`src/frls_pkg.sv`:
```
// Shared constants, command codes and controller/datapath interface types for the record log.
package frls_pkg;

   localparam int SECTOR_WORDS = 4096;
   localparam int ADDR_W       = $clog2(SECTOR_WORDS);
   localparam int WORD_W       = 32;
   localparam int ID_W         = 31;
   localparam int SLOT_W       = 12;
   localparam int CMD_W        = 2;

   localparam int REQ_FIELDS_W = CMD_W + ID_W;
   localparam int REQ_W        = ((REQ_FIELDS_W + 7) / 8) * 8;
   localparam int RSP_FIELDS_W = ID_W + 2 + SLOT_W;
   localparam int RSP_W        = ((RSP_FIELDS_W + 7) / 8) * 8;

   localparam logic [ADDR_W-1:0] LAST_ADDR    = ADDR_W'(SECTOR_WORDS - 1);
   localparam logic [WORD_W-1:0] ERASED_WORD  = '1;
   localparam logic [WORD_W-1:0] CLEARED_WORD = '0;
   localparam logic [WORD_W-1:0] RECORD_MARK  = 32'h8000_0000;

   localparam logic [CMD_W-1:0] CMD_WRITE = 2'd0;
   localparam logic [CMD_W-1:0] CMD_READ  = 2'd1;
   localparam logic [CMD_W-1:0] CMD_ERASE = 2'd2;

   typedef enum logic [2:0] {
      ST_CLEAR,
      ST_IDLE,
      ST_DISPATCH,
      ST_SCAN,
      ST_WIPE,
      ST_STORE0,
      ST_STORE1,
      ST_FINISH
   } state_type;

   typedef enum logic [1:0] {
      WSEL_ERASED,
      WSEL_CLEARED,
      WSEL_RECORD
   } wsel_type;

   typedef struct packed {
      logic     latch;
      logic     ptr_clr;
      logic     ptr_inc;
      logic     issue;
      logic     mem_we;
      wsel_type wsel;
      logic     read_hit;
      logic     write_hit;
      logic     set_wiped;
      logic     set_record_slot;
      logic     load_out;
   } cmd_type;

   typedef struct packed {
      logic [CMD_W-1:0] command;
      logic             tst_vld;
      logic             tst_top;
      logic             tst_last;
      logic             ptr_last;
      logic             out_busy;
   } status_type;

endpackage

```
`src/frls_ctrl.sv`:
```
// Controller state machine: clearing pass, command dispatch, scan, sector wipe and record store.
module frls_ctrl (
   input  logic                  clock,
   input  logic                  reset,
   input  logic                  req_tvalid,
   output logic                  req_tready,
   input  frls_pkg::status_type  status,
   output frls_pkg::cmd_type     cmd
);

   frls_pkg::state_type state_ff, state_in;
   logic                is_write;

   assign is_write = (status.command == frls_pkg::CMD_WRITE);

   always_ff @(posedge clock) begin
      if (reset) begin
         state_ff <= frls_pkg::ST_CLEAR;
      end else begin
         state_ff <= state_in;
      end
   end

   always_comb begin
      state_in = state_ff;
      case (state_ff)
         frls_pkg::ST_CLEAR: begin
            if (status.ptr_last) state_in = frls_pkg::ST_IDLE;
         end
         frls_pkg::ST_IDLE: begin
            if (req_tvalid) state_in = frls_pkg::ST_DISPATCH;
         end
         frls_pkg::ST_DISPATCH: begin
            case (status.command)
               frls_pkg::CMD_WRITE: state_in = frls_pkg::ST_SCAN;
               frls_pkg::CMD_READ:  state_in = frls_pkg::ST_SCAN;
               frls_pkg::CMD_ERASE: state_in = frls_pkg::ST_WIPE;
               default:             state_in = frls_pkg::ST_FINISH;
            endcase
         end
         frls_pkg::ST_SCAN: begin
            if (status.tst_vld) begin
               if (is_write) begin
                  // last word is never tested on a write: wipe and rescan
                  if (status.tst_last)     state_in = frls_pkg::ST_WIPE;
                  else if (status.tst_top) state_in = frls_pkg::ST_STORE0;
               end else if (status.tst_top || status.tst_last) begin
                  state_in = frls_pkg::ST_FINISH;
               end
            end
         end
         frls_pkg::ST_WIPE: begin
            if (status.ptr_last) begin
               state_in = is_write ? frls_pkg::ST_SCAN : frls_pkg::ST_FINISH;
            end
         end
         frls_pkg::ST_STORE0: state_in = frls_pkg::ST_STORE1;
         frls_pkg::ST_STORE1: state_in = frls_pkg::ST_FINISH;
         frls_pkg::ST_FINISH: begin
            if (!status.out_busy) state_in = frls_pkg::ST_IDLE;
         end
         default: state_in = frls_pkg::ST_IDLE;
      endcase
   end

   always_comb begin
      cmd        = '0;
      cmd.wsel   = frls_pkg::WSEL_ERASED;
      req_tready = 1'b0;
      case (state_ff)
         frls_pkg::ST_CLEAR: begin
            cmd.mem_we  = 1'b1;
            cmd.ptr_inc = 1'b1;
         end
         frls_pkg::ST_IDLE: begin
            req_tready  = 1'b1;
            cmd.ptr_clr = 1'b1;
            cmd.latch   = req_tvalid;
         end
         frls_pkg::ST_DISPATCH: begin
            cmd.set_wiped = (status.command == frls_pkg::CMD_ERASE);
         end
         frls_pkg::ST_SCAN: begin
            cmd.issue   = 1'b1;
            cmd.ptr_inc = 1'b1;
            if (status.tst_vld) begin
               if (is_write) begin
                  if (status.tst_last) begin
                     cmd.set_wiped = 1'b1;
                     cmd.ptr_clr   = 1'b1;
                  end else if (status.tst_top) begin
                     cmd.write_hit = 1'b1;
                  end
               end else if (status.tst_top) begin
                  cmd.read_hit = 1'b1;
               end
            end
         end
         frls_pkg::ST_WIPE: begin
            cmd.mem_we  = 1'b1;
            cmd.ptr_inc = 1'b1;
            cmd.ptr_clr = status.ptr_last;
         end
         frls_pkg::ST_STORE0: begin
            cmd.mem_we = 1'b1;
            cmd.wsel   = frls_pkg::WSEL_CLEARED;
         end
         frls_pkg::ST_STORE1: begin
            cmd.mem_we          = 1'b1;
            cmd.wsel            = frls_pkg::WSEL_RECORD;
            cmd.set_record_slot = 1'b1;
         end
         frls_pkg::ST_FINISH: begin
            cmd.load_out = ~status.out_busy;
         end
         default: begin
            cmd.ptr_clr = 1'b1;
         end
      endcase
   end

endmodule

```
`config.mk`:
```
export PLATFORM = sky130hd
export DESIGN_NAME = frls_ctrl
export DESIGN_NICKNAME = d
export VERILOG_FILES = /design/src/frls_pkg.sv /design/src/frls_ctrl.sv
export SDC_FILE = /design/constraint.sdc
export NUM_CORES = 1
export LEC_CHECK = 0
export ABC_AREA = 1
export BUFFER_PORTS_ARGS = -buffer_cell sky130_fd_sc_hd__buf_2
export CORE_AREA = 2 2 39 41
export DETAILED_ROUTE_END_ITERATION = 16
export DIE_AREA = 0 0 41 43
export SYNTH_ARGS = -nofsm -noshare
export SYNTH_HDL_FRONTEND = slang
export SYNTH_SLANG_ARGS = --single-unit
```
`constraint.sdc`:
```
create_clock -name clock -period 1.2 [get_ports clock]
set_input_delay 0.24 -clock clock [delete_from_list [all_inputs] [get_ports clock]]
set_output_delay 0.24 -clock clock [all_outputs]
set_load 0.03 [all_outputs]
```
## Word level (Yosys, flattened, before mapping)

Cells that the tools add are included.

- Equal/unequal tests: 16
- Multiplexer cells: 31
- Bitwise operators: 1
- Reduce and logical (&&, ||, !) cells: 7

Operators by type and width:

| kind | number |
|---|---|
| 3-bit two-way mux | 11 |
| 3-bit case mux with 8 select lines | 1 |
| 1-bit two-way mux | 13 |
| 3-bit equality test, second input constant | 4 |
| 2-bit inequality test, second input constant | 5 |
| 7-bit AND reduction | 1 |
| 3-bit by 2-bit equality test with 1-bit output, second input constant | 2 |
| 3-bit case mux with 2 select lines | 1 |
| 2-bit two-way mux | 2 |
| 4-bit inequality test, second input constant | 1 |
| 2-bit case mux with 2 select lines | 1 |
| 4-bit OR reduction | 1 |
| 3-bit by 1-bit equality test with 1-bit output, second input constant | 1 |
| 3-bit zero test | 1 |
| 3-bit inequality test, second input constant | 1 |
| 1-bit case mux with 3 select lines | 1 |
| 3-bit OR reduction | 1 |
| 2-bit by 1-bit equality test with 1-bit output, second input constant | 1 |
| 2-bit equality test, second input constant | 1 |
| 2-bit zero test | 1 |
| 1-bit case mux with 2 select lines | 1 |
| 2-bit OR reduction | 1 |
| 1-bit logical OR | 1 |
| 1-bit inverter | 1 |

- Register bits after elaboration: 3
- Bits of input ports: 10
- Logic and storage cells: 56

## Longest topological paths before layout

- Word-level depth: 5
- Depth in mapped cells: 9
- Gate-level depth less buffers: 8

## Worst setup path after synthesis

Ideal clock, no wire load.

- Kind: register to output
- Start point: register state_ff[2]
- End point: output port cmd[3] (netlist bit)
- Arrival: 1.516 ns
- Required time: 0.960 ns
- Slack: -0.556 ns
- Stages on the path, launching flop included: 5
- Path buffers: 1
- Cells stage by stage: dfxtp_1 buf_4 inv_1 nand3_2 nor4_1

RTL lines:

| what | line | RTL |
|---|---|---|
| start, declared | frls_ctrl.sv:11 | `frls_pkg::state_type state_ff, state_in;` |
| start signal, assigned | frls_ctrl.sv:18 | `state_ff <= frls_pkg::ST_CLEAR;` |
| start signal, assigned | frls_ctrl.sv:20 | `state_ff <= state_in;` |
| end, declared | frls_ctrl.sv:8 | `output frls_pkg::cmd_type cmd` |

==> flow_metrics.env <==
export IMPL_status="finished with violations"
export IMPL_violations="negative setup slack"
export IMPL_clock_path_buffers=2
export IMPL_p_leak_nw=0.500
export IMPL_setup_ws_ns=-0.293
export IMPL_ys_seq_area_frac=0.150
export IMPL_num_vias=635
export IMPL_wirelength_um=1510
export IMPL_cp_required_ns=0.96
export IMPL_die_height_um=43
export IMPL_worstHoldEndpoint="state_ff[2]"
export IMPL_path_class="reg -> out"
export IMPL_place_ws_ns=-0.196
export IMPL_portBuffers=22
export IMPL_initial_core_util=0.289
export IMPL_drive_gt1_frac=0.672
export IMPL_stdcell_count=141
export IMPL_crit_arrival_ns=1.25
export IMPL_final_setup_skew_ns=0.00389
export IMPL_fin_total_pwr_w=0.00230
export IMPL_cts_buffers=3
export IMPL_ant_nets=0
export IMPL_synth_top_area_frac=0.178
export IMPL_routed_top_layer="met3"
export IMPL_postCtsHoldBufs=0
export IMPL_die_w_um=41
export IMPL_hp_start="reset"
export IMPL_cp_max_fo=4
export IMPL_fill_cells=115
export IMPL_slew_violations=0
export IMPL_max_clock_freq_mhz=670
export IMPL_avgViaCountPerCell=4.50
export IMPL_insertedDiodeCount=0
export IMPL_power_density_nw_per_um2=2420
export IMPL_area_growth_syn_to_layout_pct=137
export IMPL_cts_root_buf="clkbuf_4"
export IMPL_routedWlPerCell_um=10.7
export IMPL_post_route_drc_count=0
export IMPL_maxCapViolCount=0
export IMPL_rsz0062_at_grt="yes"
export IMPL_hpwl_um=966
export IMPL_clock_sinks=3
export IMPL_antenna_found_initial=0
export IMPL_grt_max_degree=6
export IMPL_stdcell_area_um2=950
export IMPL_min_path_type="in -> reg"
export IMPL_dieArea_um2=1760
export IMPL_rr_startpoint="state_ff[0]"
export IMPL_grt_pass1_wl_um=2050
export IMPL_holdPathStages=2
export IMPL_largest_register_ffs=3
export IMPL_critPathCaptureType="primary output"
export IMPL_htree_levels=1
export IMPL_drtPass1Iterations=4
export IMPL_yosys_top_cells_area="nand2_1 (18%), dfxtp_1 (15%), inv_1 (13%)"
export IMPL_globalRouteTotalUtil=0.165
export IMPL_grt_remaining_overflow=0
export IMPL_grt_pass1_vias=512
export IMPL_fin_nets=136
export IMPL_max_slew_worst_pin_slew_ns=0.226
export IMPL_period_share=1.24
export IMPL_m1WireLength_um=624
export IMPL_reg_top3="state_ff: 3 flops"
export IMPL_setup_violations=16
export IMPL_place_congestion=0.777
export IMPL_fp_row_count=14
export IMPL_timing_rr_end="state_ff[1]"
export IMPL_wl_met3_um=66
export IMPL_synth_nets=86
export IMPL_place_area_um2=666
export IMPL_syn_inst=76
export IMPL_met2WireLength_um=819
export IMPL_fp_coreArea_um2=1380
export IMPL_peakVddDrop_mv=1.42
export IMPL_yosysTopAreaCell="nand2_1"
export IMPL_start_kind="flip-flop"
export IMPL_syn_avg_cell_area_um2=5.27
export IMPL_ys_seq_elements=3
export IMPL_finalCriticalPeriod_ns=1.49
export IMPL_placedCellCount=125
export IMPL_drt_iter0_markers=11
export IMPL_netlist_area_um2=400
export IMPL_whs_ns=0.173
export IMPL_reg2regPathDepth=11
export IMPL_regMostFlops="state_ff"
export IMPL_top_level_ports=23
export IMPL_tritoncts="yes"
export IMPL_slew_headroom=0.848
export IMPL_final_hold_viol_count=0
export IMPL_r2r_slack_ns=-0.17
export IMPL_ys_warnings_count=0
export IMPL_clk_latency_ns=0.23
export IMPL_clk_pin_slew_ns=0.04
export IMPL_ys_types=19
-- how the worst max path moves through the flow --
| stage | to | slack [ns] | cells after the start | start |
|---|---|---|---|---|
| 2_1_floorplan | cmd[10] | -0.16 | 4 | state_ff[0] |
| 3_3_place_gp | cmd[10] | -0.19 | 6 | state_ff[2] |
| 3_5_place_dp | cmd[10] | -0.20 | 6 | state_ff[2] |
| 4_1_cts | cmd[10] | -0.29 | 6 | state_ff[2] |
| 5_1_grt | cmd[10] | -0.37 | 6 | state_ff[1] |
| 6_report | cmd[0] | -0.29 | 6 | state_ff[0] |
-- worst max-delay path: stages (launching register included) --
cell     delay (ns)
dfxtp_4        0.37
buf_6          0.13
buf_4          0.11
buf_6          0.09
nand3_4        0.08
nor2_4         0.11
buf_6          0.13
-- placed cells by master, fill, tap and decap left out --
cell type / synthesis / routed
nand2_2: 2 / 3
nand3_2: 1 / 3
dfxtp_4: 0 / 3
nand2_4: 0 / 2
nor2_1: 9 / 3
a21oi_1: 1 / 1
nand2_1: 19 / 16
o21ai_1: 1 / 1
a21boi_2: 0 / 1
nor3_2: 0 / 1
buf_4: 2 / 25
o211ai_1: 1 / 1
clkinv_4: 0 / 1
o21ai_2: 0 / 1
inv_4: 0 / 1
nand3_4: 0 / 2
clkbuf_1: 0 / 1
clkbuf_4: 0 / 3
nand3_1: 8 / 4
buf_6: 1 / 14
nand4_1: 2 / 2
nor2_2: 3 / 4
inv_1: 14 / 10
inv_2: 3 / 5
nor4_4: 0 / 1
buf_2: 0 / 9
nor2_4: 0 / 5
o21ai_0: 3 / 2
-- report_power, final --
group	internal, W	switching (W)	total (W)
Combinational	0.000887	0.000984	0.00187
Clock	0.000124	0.0000460	0.000170
Sequential	0.000171	0.0000886	0.000259
Total	0.00118	0.00112	0.00230
-- per-layer routing --
| layer | up-vias | global-route usage |
|---|---|---|
| li1 | 336 | - |
| met4 | 0 | 0 |
| met3 | 0 | 0.0471 |
| met1 | 277 | 0.215 |
| met2 | 22 | 0.278 |
| met5 | - | 0 |
-- layout make-up --
class	count	area (um2)	share of cell area
Multi-Input combinational cell	53	370	0.390
Tap cell	16	20.0	0.0211
Timing Repair Buffer	48	390	0.411
Clock buffer	4	26.3	0.0277
Inverter	17	71.3	0.0751
Sequential cell	3	71.3	0.0751
-- Yosys cell counts --
master	count
a21oi_1	1
dfxtp_1	3
nand3_2	1
nor3_1	1
buf_4	2
inv_2	3
buf_6	1
nor4_1	1
nand3_1	8
o211ai_1	1
nand4_1	2
inv_1	14
nand2_2	2
a21boi_0	1
o21ai_0	3
nand2_1	19
nor2_1	9
nor2_2	3
o21ai_1	1
-- per-stage QoR --
stage	util	TNS, ns
floorplan	-	-0.370
global placement	0.481	-1.19
detailed placement	0.481	-1.33
CTS	0.610	-2.61
global route	0.686	-4.07
finish	0.686	-3.14
-- repair_timing --
item	in CTS	in global routing
setup endpoints to repair	16	16
pin swaps	10	16
resized for setup	35	19
setup buffers	7	6
-- logic make-up (layout without fill, tap and decap cells) --
| kind of cell | Yosys count | in the layout | synth area share |
|---|---|---|---|
| buffers and inverters | 20 | 69 | 0.225 |
| AND/OR/NAND/NOR | 46 | 46 | 0.525 |
| flip-flops | 3 | 3 | 0.150 |
| AO/OA/AOI/OAI | 7 | 7 | 0.100 |
No activity file was read; power rests on OpenSTA's default activity.
